`src/hdl/cmm_pkg.sv`:
```
// shared constants and types for the cannon matrix multiply block
`timescale 1ns / 1ps
package cmm_pkg;

   localparam int IDX_W              = 3;
   localparam int ADDR_W             = 2 * IDX_W;
   localparam int STORE_DEPTH        = 1 << ADDR_W;
   localparam int ELEM_W             = 16;
   localparam int MUL_W              = 2 * ELEM_W;
   localparam int PROD_W             = 35;
   localparam int MATRIX_DIM_DEFAULT = 8;

   localparam int REQ_FIELDS_W = 2 * IDX_W + 2 * ELEM_W;
   localparam int REQ_DATA_W   = ((REQ_FIELDS_W + 7) / 8) * 8;
   localparam int RSP_FIELDS_W = 2 * IDX_W + PROD_W;
   localparam int RSP_DATA_W   = ((RSP_FIELDS_W + 7) / 8) * 8;

   localparam logic MODE_LOAD = 1'b0;
   localparam logic MODE_RUN  = 1'b1;

   typedef struct packed {
      logic valid;
      logic first;
      logic last;
   } mac_tag_type;

endpackage

```
`src/hdl/cmm_ram.sv`:
```
// generic single write port ram with registered read
`timescale 1ns / 1ps
module cmm_ram #(
   parameter int WIDTH = 16,
   parameter int DEPTH = 64
) (
   input  logic                     clock,
   input  logic                     wr_en,
   input  logic [$clog2(DEPTH)-1:0] wr_addr,
   input  logic [WIDTH-1:0]         wr_data,
   input  logic [$clog2(DEPTH)-1:0] rd_addr,
   output logic [WIDTH-1:0]         rd_data
);

   logic [WIDTH-1:0] mem_ff [DEPTH];
   logic [WIDTH-1:0] rd_data_ff;

   always_ff @(posedge clock) begin
      if (wr_en) begin
         mem_ff[wr_addr] <= wr_data;
      end
      rd_data_ff <= mem_ff[rd_addr];
   end

   assign rd_data = rd_data_ff;

endmodule

```
`src/hdl/cmm_mac.sv`:
```
// shared multiply-accumulate unit, one term per cycle, two register stages
`timescale 1ns / 1ps
module cmm_mac (
   input  logic                                clock,
   input  logic                                reset,
   input  cmm_pkg::mac_tag_type                tag,
   input  logic signed [cmm_pkg::ELEM_W-1:0]   a_term,
   input  logic signed [cmm_pkg::ELEM_W-1:0]   b_term,
   output logic signed [cmm_pkg::PROD_W-1:0]   sum,
   output logic                                done
);
   import cmm_pkg::*;

   logic signed [MUL_W-1:0]  prod_ff, prod_in;
   mac_tag_type              tag_ff, tag_in;
   logic signed [PROD_W-1:0] acc_ff, acc_in;
   logic                     done_ff, done_in;
   logic signed [PROD_W-1:0] prod_ext;

   assign prod_ext = {{(PROD_W - MUL_W){prod_ff[MUL_W-1]}}, prod_ff};

   always_comb begin
      prod_in = a_term * b_term;
      tag_in  = tag;
      acc_in  = acc_ff;
      if (tag_ff.valid) begin
         acc_in = tag_ff.first ? prod_ext : acc_ff + prod_ext;
      end
      done_in = tag_ff.valid & tag_ff.last;
   end

   always_ff @(posedge clock) begin
      prod_ff <= prod_in;
      acc_ff  <= acc_in;
      if (reset) begin
         tag_ff  <= '0;
         done_ff <= 1'b0;
      end else begin
         tag_ff  <= tag_in;
         done_ff <= done_in;
      end
   end

   assign sum  = acc_ff;
   assign done = done_ff;

endmodule

```
`src/hdl/cannon_matrix_multiply.sv`:
```
// top level: element stores, sequencer and result register of the matrix product
`timescale 1ns / 1ps
// Square matrix product C = A * B on signed Q8.8 elements with exact Q19.16 sums.
// An item with tuser low writes one element of A and one of B at (row, col);
// writes outside the matrix are dropped. An item with tuser high runs the
// product and returns MATRIX_DIM * MATRIX_DIM results in row-major order, tlast on
// the final one. One multiplier is shared by all terms: each result runs
// MATRIX_DIM multiply-accumulate terms through the store read, multiply and
// accumulate registers, and a new result does not start while the result
// side stalls with an earlier result still pending. Elements that were never
// written read as unknown values.
module cannon_matrix_multiply #(
   parameter int MATRIX_DIM = cmm_pkg::MATRIX_DIM_DEFAULT
) (
   input  logic                            clock,
   input  logic                            reset,
   input  logic                            req_tvalid,
   output logic                            req_tready,
   input  logic [cmm_pkg::REQ_DATA_W-1:0]  req_tdata,  // row, col, a_value, b_value
   input  logic                            req_tuser,  // mode
   output logic                            rsp_tvalid,
   input  logic                            rsp_tready,
   output logic [cmm_pkg::RSP_DATA_W-1:0]  rsp_tdata,  // out_row, out_col, product_value
   output logic                            rsp_tlast   // last
);
   import cmm_pkg::*;

   localparam logic [IDX_W:0]   DIM_LIMIT = (IDX_W + 1)'(MATRIX_DIM);
   localparam logic [IDX_W-1:0] LAST_IDX  = IDX_W'(MATRIX_DIM - 1);

   typedef enum logic [1:0] {
      S_IDLE,
      S_ISSUE,
      S_WAIT
   } state_type;

   state_type            state_ff, state_in;
   logic [IDX_W-1:0]     i_ff, i_in;
   logic [IDX_W-1:0]     j_ff, j_in;
   logic [IDX_W-1:0]     k_ff, k_in;
   mac_tag_type          tag_ff, tag_in;
   logic                 rsp_valid_ff, rsp_valid_in;
   logic [IDX_W-1:0]     rsp_row_ff, rsp_row_in;
   logic [IDX_W-1:0]     rsp_col_ff, rsp_col_in;
   logic [PROD_W-1:0]    rsp_value_ff, rsp_value_in;
   logic                 rsp_last_ff, rsp_last_in;

   logic [IDX_W-1:0]     req_row;
   logic [IDX_W-1:0]     req_col;
   logic [ELEM_W-1:0]    req_a;
   logic [ELEM_W-1:0]    req_b;
   logic                 req_fire;
   logic                 load_en;
   logic                 rsp_free;
   logic [ELEM_W-1:0]    a_rd;
   logic [ELEM_W-1:0]    b_rd;
   logic signed [PROD_W-1:0] mac_sum;
   logic                 mac_done;

   assign req_row = req_tdata[IDX_W-1:0];
   assign req_col = req_tdata[2*IDX_W-1:IDX_W];
   assign req_a   = req_tdata[2*IDX_W+ELEM_W-1:2*IDX_W];
   assign req_b   = req_tdata[2*IDX_W+2*ELEM_W-1:2*IDX_W+ELEM_W];

   assign req_tready = (state_ff == S_IDLE);
   assign req_fire   = req_tvalid & req_tready;
   assign load_en    = req_fire && (req_tuser == MODE_LOAD) &&
                       ({1'b0, req_row} < DIM_LIMIT) && ({1'b0, req_col} < DIM_LIMIT);
   assign rsp_free   = !rsp_valid_ff || rsp_tready;

   cmm_ram #(
      .WIDTH (ELEM_W),
      .DEPTH (STORE_DEPTH)
   ) u_a_store (
      .clock   (clock),
      .wr_en   (load_en),
      .wr_addr ({req_row, req_col}),
      .wr_data (req_a),
      .rd_addr ({i_ff, k_ff}),
      .rd_data (a_rd)
   );

   cmm_ram #(
      .WIDTH (ELEM_W),
      .DEPTH (STORE_DEPTH)
   ) u_b_store (
      .clock   (clock),
      .wr_en   (load_en),
      .wr_addr ({req_row, req_col}),
      .wr_data (req_b),
      .rd_addr ({k_ff, j_ff}),
      .rd_data (b_rd)
   );

   cmm_mac u_mac (
      .clock  (clock),
      .reset  (reset),
      .tag    (tag_ff),
      .a_term (signed'(a_rd)),
      .b_term (signed'(b_rd)),
      .sum    (mac_sum),
      .done   (mac_done)
   );

   always_comb begin
      state_in     = state_ff;
      i_in         = i_ff;
      j_in         = j_ff;
      k_in         = k_ff;
      tag_in       = '0;
      rsp_valid_in = rsp_valid_ff && !rsp_tready;
      rsp_row_in   = rsp_row_ff;
      rsp_col_in   = rsp_col_ff;
      rsp_value_in = rsp_value_ff;
      rsp_last_in  = rsp_last_ff;
      case (state_ff)
         S_IDLE: begin
            if (req_fire && (req_tuser == MODE_RUN)) begin
               i_in     = '0;
               j_in     = '0;
               k_in     = '0;
               state_in = S_ISSUE;
            end
         end
         S_ISSUE: begin
            // a result starts only when the output register will be empty for it
            if (k_ff != '0 || rsp_free) begin
               tag_in.valid = 1'b1;
               tag_in.first = (k_ff == '0);
               tag_in.last  = (k_ff == LAST_IDX);
               if (k_ff == LAST_IDX) begin
                  k_in     = '0;
                  state_in = S_WAIT;
               end else begin
                  k_in = k_ff + 1'b1;
               end
            end
         end
         S_WAIT: begin
            if (mac_done) begin
               rsp_valid_in = 1'b1;
               rsp_row_in   = i_ff;
               rsp_col_in   = j_ff;
               rsp_value_in = mac_sum;
               rsp_last_in  = (i_ff == LAST_IDX) && (j_ff == LAST_IDX);
               state_in     = S_ISSUE;
               if (j_ff == LAST_IDX) begin
                  j_in = '0;
                  if (i_ff == LAST_IDX) begin
                     i_in     = '0;
                     state_in = S_IDLE;
                  end else begin
                     i_in = i_ff + 1'b1;
                  end
               end else begin
                  j_in = j_ff + 1'b1;
               end
            end
         end
         default: begin
            state_in = S_IDLE;
         end
      endcase
   end

   always_ff @(posedge clock) begin
      rsp_row_ff   <= rsp_row_in;
      rsp_col_ff   <= rsp_col_in;
      rsp_value_ff <= rsp_value_in;
      rsp_last_ff  <= rsp_last_in;
      if (reset) begin
         state_ff     <= S_IDLE;
         i_ff         <= '0;
         j_ff         <= '0;
         k_ff         <= '0;
         tag_ff       <= '0;
         rsp_valid_ff <= 1'b0;
      end else begin
         state_ff     <= state_in;
         i_ff         <= i_in;
         j_ff         <= j_in;
         k_ff         <= k_in;
         tag_ff       <= tag_in;
         rsp_valid_ff <= rsp_valid_in;
      end
   end

   assign rsp_tvalid = rsp_valid_ff;
   assign rsp_tlast  = rsp_last_ff;
   assign rsp_tdata  = {{(RSP_DATA_W - RSP_FIELDS_W){1'b0}}, rsp_value_ff, rsp_col_ff, rsp_row_ff};

`ifndef SYNTH
   // a finished sum only arrives while the sequencer waits for it
   assert property (@(posedge clock) disable iff (reset) mac_done |-> state_ff == S_WAIT)
      else $error("sum finished outside the wait state");

   // the output register is always free when a sum lands
   assert property (@(posedge clock) disable iff (reset) mac_done |-> !rsp_valid_ff)
      else $error("sum would overwrite a pending result");

   // no input is taken while a product is being computed
   assert property (@(posedge clock) disable iff (reset)
      (tag_ff.valid || mac_done) |-> !req_tready)
      else $error("input ready during a run");
`endif

endmodule

```
`config.mk`:
```
export PLATFORM = sky130hd
export DESIGN_NAME = cannon_matrix_multiply
export DESIGN_NICKNAME = d
export VERILOG_FILES = /design/src/hdl/cmm_pkg.sv /design/src/hdl/cmm_ram.sv /design/src/hdl/cmm_mac.sv /design/src/hdl/cannon_matrix_multiply.sv
export SDC_FILE = /design/constraint.sdc
export NUM_CORES = 2
export LEC_CHECK = 0
export ABC_AREA = 1
export BUFFER_PORTS_ARGS = -buffer_cell sky130_fd_sc_hd__buf_2
export CORE_MARGIN = 1.5
export CORE_UTILIZATION = 50
export CTS_BUF_LIST = sky130_fd_sc_hd__clkbuf_4
export DETAILED_ROUTE_END_ITERATION = 8
export PLACE_DENSITY = 0.74
export SETUP_SLACK_MARGIN = 0.1
export SYNTH_ARGS = -nofsm -noshare
export SYNTH_HDL_FRONTEND = slang
export SYNTH_SLANG_ARGS = --single-unit
```
`constraint.sdc`:
```
create_clock -name clock -period 12.4 [get_ports clock]
set_clock_uncertainty 0.15 [all_clocks]
set_input_delay 2.48 -clock clock [delete_from_list [all_inputs] [get_ports clock]]
set_output_delay 2.48 -clock clock [all_outputs]
set_load 0.03 [all_outputs]
```
== Yosys cells after proc, flatten, opt, wreduce, memory -nomap -nowiden ==
Memory sizes are Yosys's and may differ from the RTL's. A register that Yosys moved wholly into a read port is not among the register bits.
Index checks and enable logic that the tools add are counted.

* Add/sub/neg operators: 4
* $mul: 1
* Equality and inequality tests: 10
* Muxes and demuxes: 24
* Bitwise logic cells: 5
* Reductions and logical operators: 20

{| class="wikitable"
|+ Operator list
! cell !! count
|-
| 35-bit by 32-bit adder with 35-bit output || 1
|-
| 35-bit 2-to-1 mux || 1
|-
| 16-bit by 16-bit multiplier with 32-bit output || 1
|-
| 3-bit 2-to-1 mux || 9
|-
| 3-bit case mux with 2 select lines || 3
|-
| 3-bit by 1-bit adder with 3-bit output (second input constant) || 3
|-
| 3-bit equality test (second input constant) || 3
|-
| 2-bit 2-to-1 mux || 4
|-
| 4-bit AND reduction || 2
|-
| 1-bit 2-to-1 mux || 6
|-
| 2-bit != test (second input constant) || 3
|-
| 2-bit case mux with 3 select lines || 1
|-
| 3-bit AND reduction || 2
|-
| 1-bit logical AND || 4
|-
| 2-bit by 1-bit != test with 1-bit output (second input constant) || 2
|-
| 2-bit nonzero test || 2
|-
| 3-bit logical NOT || 1
|-
| 1-bit inverter || 3
|-
| 3-bit nonzero test || 1
|-
| 3-bit OR reduction || 1
|-
| 1-bit bitwise AND || 2
|-
| 2-bit by 1-bit equality test with 1-bit output (second input constant) || 1
|-
| 2-bit equality test (second input constant) || 1
|-
| 1-bit logical NOT || 2
|-
| other kinds (4) || 5
|}

* Bits in registers: 128
* Memory bits (writable): 2,048
* Bits of input ports: 45
* Output and inout bits: 51
* Memories: 2

{| class="wikitable"
|+ Memories
! name !! words !! width !! rd ports !! clocked after Yosys merged registers in !! write ports !! RTL line !! text
|-
| u_a_store.mem_ff || 64 || 16 || 1 || 1 || 1 || cmm_ram.sv:15 || <nowiki>logic [WIDTH-1:0] mem_ff [DEPTH];</nowiki>
|-
| u_b_store.mem_ff || 64 || 16 || 1 || 1 || 1 || cmm_ram.sv:15 ||
|}

== Depth between registers and ports, before layout ==
* Word-level depth: 5
* Depth in mapped cells: 26
* Mapped depth without buffers: 24

== Cells and area by module ==
From an unflattened synthesis, not the netlist that was laid out.

* Cells, all modules: 9,200
* Area total of the unflattened synthesis: 101,399.8 um2

{| class="wikitable"
|+ Modules (own cells, without submodules)
! module !! instances !! cells each !! area an instance (um2) !! sequential area each (um2)
|-
| cmm_ram || 2 || 3,517 || 42,099.1 || 31,069.8
|-
| cmm_mac || 1 || 2,005 || 15,087.0 || 1,771.7
|-
| cannon_matrix_multiply || 1 || 161 || 2,114.5 || 1,561.5
|}

== Least setup slack after synthesis ==
Ideal clock, no wire load.

* Kind: register to register
* Start: register u_a_store.rd_data_ff[15] (netlist: u_a_store.rd_data[15]) (read register of u_a_store.mem_ff)
* End: register u_mac.prod_ff[31]
* Setup time: 0.113 ns
* Data arrival time: 5.448 ns
* Slack: 6.689 ns
* Cell stages (with the launch flop): 21
* Clock period less this slack: 5.711 ns
* Path through: dfxtp_1 > clkbuf_1 > nand2_1 > inv_1 > fa_1 > fa_1 > fa_1 > fa_1 > inv_1 > fa_1 > inv_1 > fa_1 > ha_1 > inv_1 > nor3_1 > nand2_1 > or2_2 > nand3_1 > inv_1 > nand3_1 > nand2_1

* Cells in the longest elaborated chain, start to end: 1

{| class="wikitable"
|+ RTL lines
! element !! RTL line !! text
|-
| start, declared || cmm_ram.sv:16 || <nowiki>logic [WIDTH-1:0] rd_data_ff;</nowiki>
|-
| 16-bit by 16-bit multiplier with 32-bit output || cmm_mac.sv:23 || <nowiki>prod_in = a_term * b_term;</nowiki>
|-
| net u_mac.prod_in[31] || cmm_mac.sv:14 || <nowiki>logic signed [MUL_W-1:0] prod_ff, prod_in;</nowiki>
|-
| end signal, assigned || cmm_mac.sv:33 || <nowiki>prod_ff <= prod_in;</nowiki>
|-
| end, declared || cmm_mac.sv:14 ||
|}

The timed path passes the listed nets, and every way through them passes these cells.
A chain may end at the register's enable or synchronous reset.

== Worst setup path in the final report ==
* Start: register u_b_store.rd_data_ff[1] (netlist: u_b_store.rd_data[1]) (read register of u_b_store.mem_ff)
* End: register u_mac.prod_ff[31]

* Cells in the longest elaborated chain, start to end: 1

{| class="wikitable"
|+ RTL lines
! element !! RTL line
|-
| start, declared || cmm_ram.sv:16
|-
| 16-bit by 16-bit multiplier with 32-bit output || cmm_mac.sv:23
|-
| net u_mac.prod_in[31] || cmm_mac.sv:14
|}

The timed path passes the listed nets, and every way through them passes these cells.

==> impl_metrics.ini <==
[run_status]
status = finished clean

[clock_tree]
hold_buffers = 0
postCtsResizedCells = 0
clock-sinks = 2208
clk_latency_ns = 1.37
cts_setup_buffers = 0
clockRootBuffer = clkbuf_4
numCtsBuffers = 561
clockBufferDepth = 4
cts.htree.levels = 6
cts_tree = done
clk_pin_slew_ns = 0.07

[floorplan]
core_area_um2 = 195000
die-area_um2 = 200000
initial_core_util_pct = 50.4
die_y_um = 447
rows = 162
ioPinCount = 96
die_w_um = 447

[timing]
fmax_mhz = 151
rsz0062_at_grt = false
fin_setup_tns_ns = 0
min_period_ns = 6.62
final_hold_viol_count = 0
finalSetupViolCount = 0
fin_crit_sh_pct = 53.4
slew-limit-headroom_pct = 6.47
worst_pin_slew_ns = 1.40
report.final.slew_viol_count = 0

[route]
drtIter0Drc = 9799
wire_per_inst_um = 22.8
vias = 68600
drc = 0
postRouteAntennaNets = 0
dr.pass1.iters = 8
vias_per_cell = 5.84
routed_wl_mm = 268

[yosys]
synth_common_cells = edfxtp_1, nand2_1, nor2_1
avgSynthCellArea_um2 = 11.6
synth_ff_type = edfxtp_1
ys_async_sr_fraction_pct = 0
synth_top_cell_by_area = edfxtp_1
synth_cell_types = 39
synth_top_area_share_pct = 64.8
synth_edf_count = 2125
yosysMostFrequentCell = edfxtp_1
synth_area_um2 = 98500
yosysWarnings = 0
synthCells = 8495
synth.top_cells.by_area = edfxtp_1, nand2_1, fa_1
ys_seq_elements = 2208
seq_area_frac_synth_pct = 66.5

[grt]
grt-ovfl-total = 0
antenna_found_initial = 20
grt_pass1_wl_mm = 397
grt_pass1_vias = 67600
grt_max_degree = 238
grt_usage_pct = 26.4

[final_layout]
multi_input_area_um2 = 29000
fillers = 15900
layout-drive-gt1-share_pct = 12.5
regArea_um2 = 65500
syn_to_final_growth_pct = 9.69
final_nets = 9201

[critical_path]
worst_path_most_repeated_cell = fa_1
required_ns = 13.40
path_cells = nand2_1, inv_1, fa_1, fa_1, fa_1, fa_1, inv_1, fa_1, inv_1, fa_1, ha_1, inv_1, nor3_1, nand2_1, or2_2, nand3_1, inv_1, nand3_1, nand2_1
critPathBufInv = 5
slowest_delay_ns = 1.00
worstPathArrival_ns = 7.62
path_max_fanout = 16
path_class = flop to flop
worstSetupStartpointType = flop
crit_path_top_delay_cell = fa_1
cp_top_family = adder cells
endpoint_kind = flop

[placed_design]
hpwl_mm = 146
globalplace.congestion = 0.890
port_buffers = 86

[min_path]
hold_class = flop to flop

[job]
cap_violations = 0
layer usage:
metal | vias up | wire length, um | track usage [%]
li1 | 30500 | - | -
met1 | 33200 | 100000 | 34.9
met2 | 4262 | 124000 | 41.6
met3 | 630 | 32200 | 5.84
met4 | 0 | 11300 | 12.3
met5 | - | 0 | 0
path summary, 6_finish.rpt:
check,end,slack [ns],from,depth (start not counted)
worst max-delay path,u_mac.prod_ff[31],5.78,u_b_store.rd_data[1],19
worst min register to register,u_mac.tag_ff[0],0.26,tag_ff[0],2
worst min-delay path,u_mac.tag_ff[0],0.26,tag_ff[0],2
worst max register to register,u_mac.prod_ff[31],5.78,u_b_store.rd_data[1],19
cells by family after synthesis:
kind of cell    count (synthesis)  share of synthesized area (%)
other cells                     1                        0.00381
fa+ha+maj                     386                           6.91
buf+inv                      1079                           4.56
simple gates                 3109                           12.5
compound gates               1673                           9.21
flops                        2208                           66.5
xor+xnor                       39                          0.347
worst reg2reg max path, stage by stage, from the launching register on:
cell and delay, ns:
dfxtp_1 0.81, nand2_1 0.21, inv_1 0.17, fa_1 0.55, fa_1 1.00, fa_1 0.59
fa_1 0.50, inv_1 0.05, fa_1 0.53, inv_1 0.08, fa_1 0.43, ha_1 0.41
inv_1 0.08, nor3_1 0.24, nand2_1 0.11, or2_2 0.31, nand3_1 0.11, inv_1 0.05
nand3_1 0.06, nand2_1 0.05
per-stage QoR:
step           setup slack, ns  instances  hold slack (ns)  util (%)  instance area [um2]
2_1_floorplan             6.69       8501            0.238         -                98500
3_3_place_gp              5.95      10800            0.232      51.9               101000
3_5_place_dp              5.87      10800            0.247      51.9               101000
4_1_cts                   5.87      11700            0.259      55.3               108000
5_1_grt                   5.53      11700            0.272      55.3               108000
6_report                  5.78      11700            0.262      55.3               108000
flip-flops by register name, summed over array words and instances, names as in the netlist:
signal,count
u_a_store.mem_ff,1024
u_b_store.mem_ff,1024
rsp_value_ff,35
u_mac.sum,35
u_mac.prod_ff,32
u_a_store.rd_data,16
u_b_store.rd_data,16
i_ff,3
j_ff,3
k_ff,3
rsp_col_ff,3
rsp_row_ff,3
tag_ff,3
u_mac.tag_ff,3
state_ff,2
rsp_tlast,1
rsp_tvalid,1
u_mac.done,1
placed cells by master, fill, tap and decap left out, types with 3 or more instances in the layout:
master     synthesis  final
o21ai_0         1024   1024
dfxtp_4            0      6
edfxtp_1        2125   2125
buf_12             0      3
conb_1             1      7
nand4_1           16     16
and3_1             3      3
inv_2              3     20
clkbuf_4           0    777
nor3_1            14     14
diode_2            0     20
nand2_1         1467   1467
a211oi_1           6      6
a21oi_1           95     95
or2_2             14     14
inv_1            555    550
buf_4             49    136
bufinv_16          0      8
o211ai_1           3      3
nand3_1          401    401
o22ai_1          496    496
o21bai_1          13     13
nand3b_1           9      9
buf_2            123     86
dfxtp_1           83     75
nor2_1          1179   1115
o21ai_1           24     24
ha_1             123    123
nor2_4             0     64
fa_1             263    263
xnor2_1           17     17
a21o_1             3      3
a31oi_1            6      6
clkinv_2           0     18
nor3b_1            3      3
clkinv_1           1     74
xor2_1            22     22
final cells by class:
cell class,count,share of cell area [%]
flip-flops and latches,2208,60.6
multi-input cells,5214,26.9
inverters,560,1.99
repair buffers,225,1.40
clock inverters,118,0.632
clock buffers,777,5.40
well taps,2624,3.04
diodes,20,0.0463
Power is not shown: default switching activity piles up to over one toggle a cycle in this logic, so the estimate is an artifact.
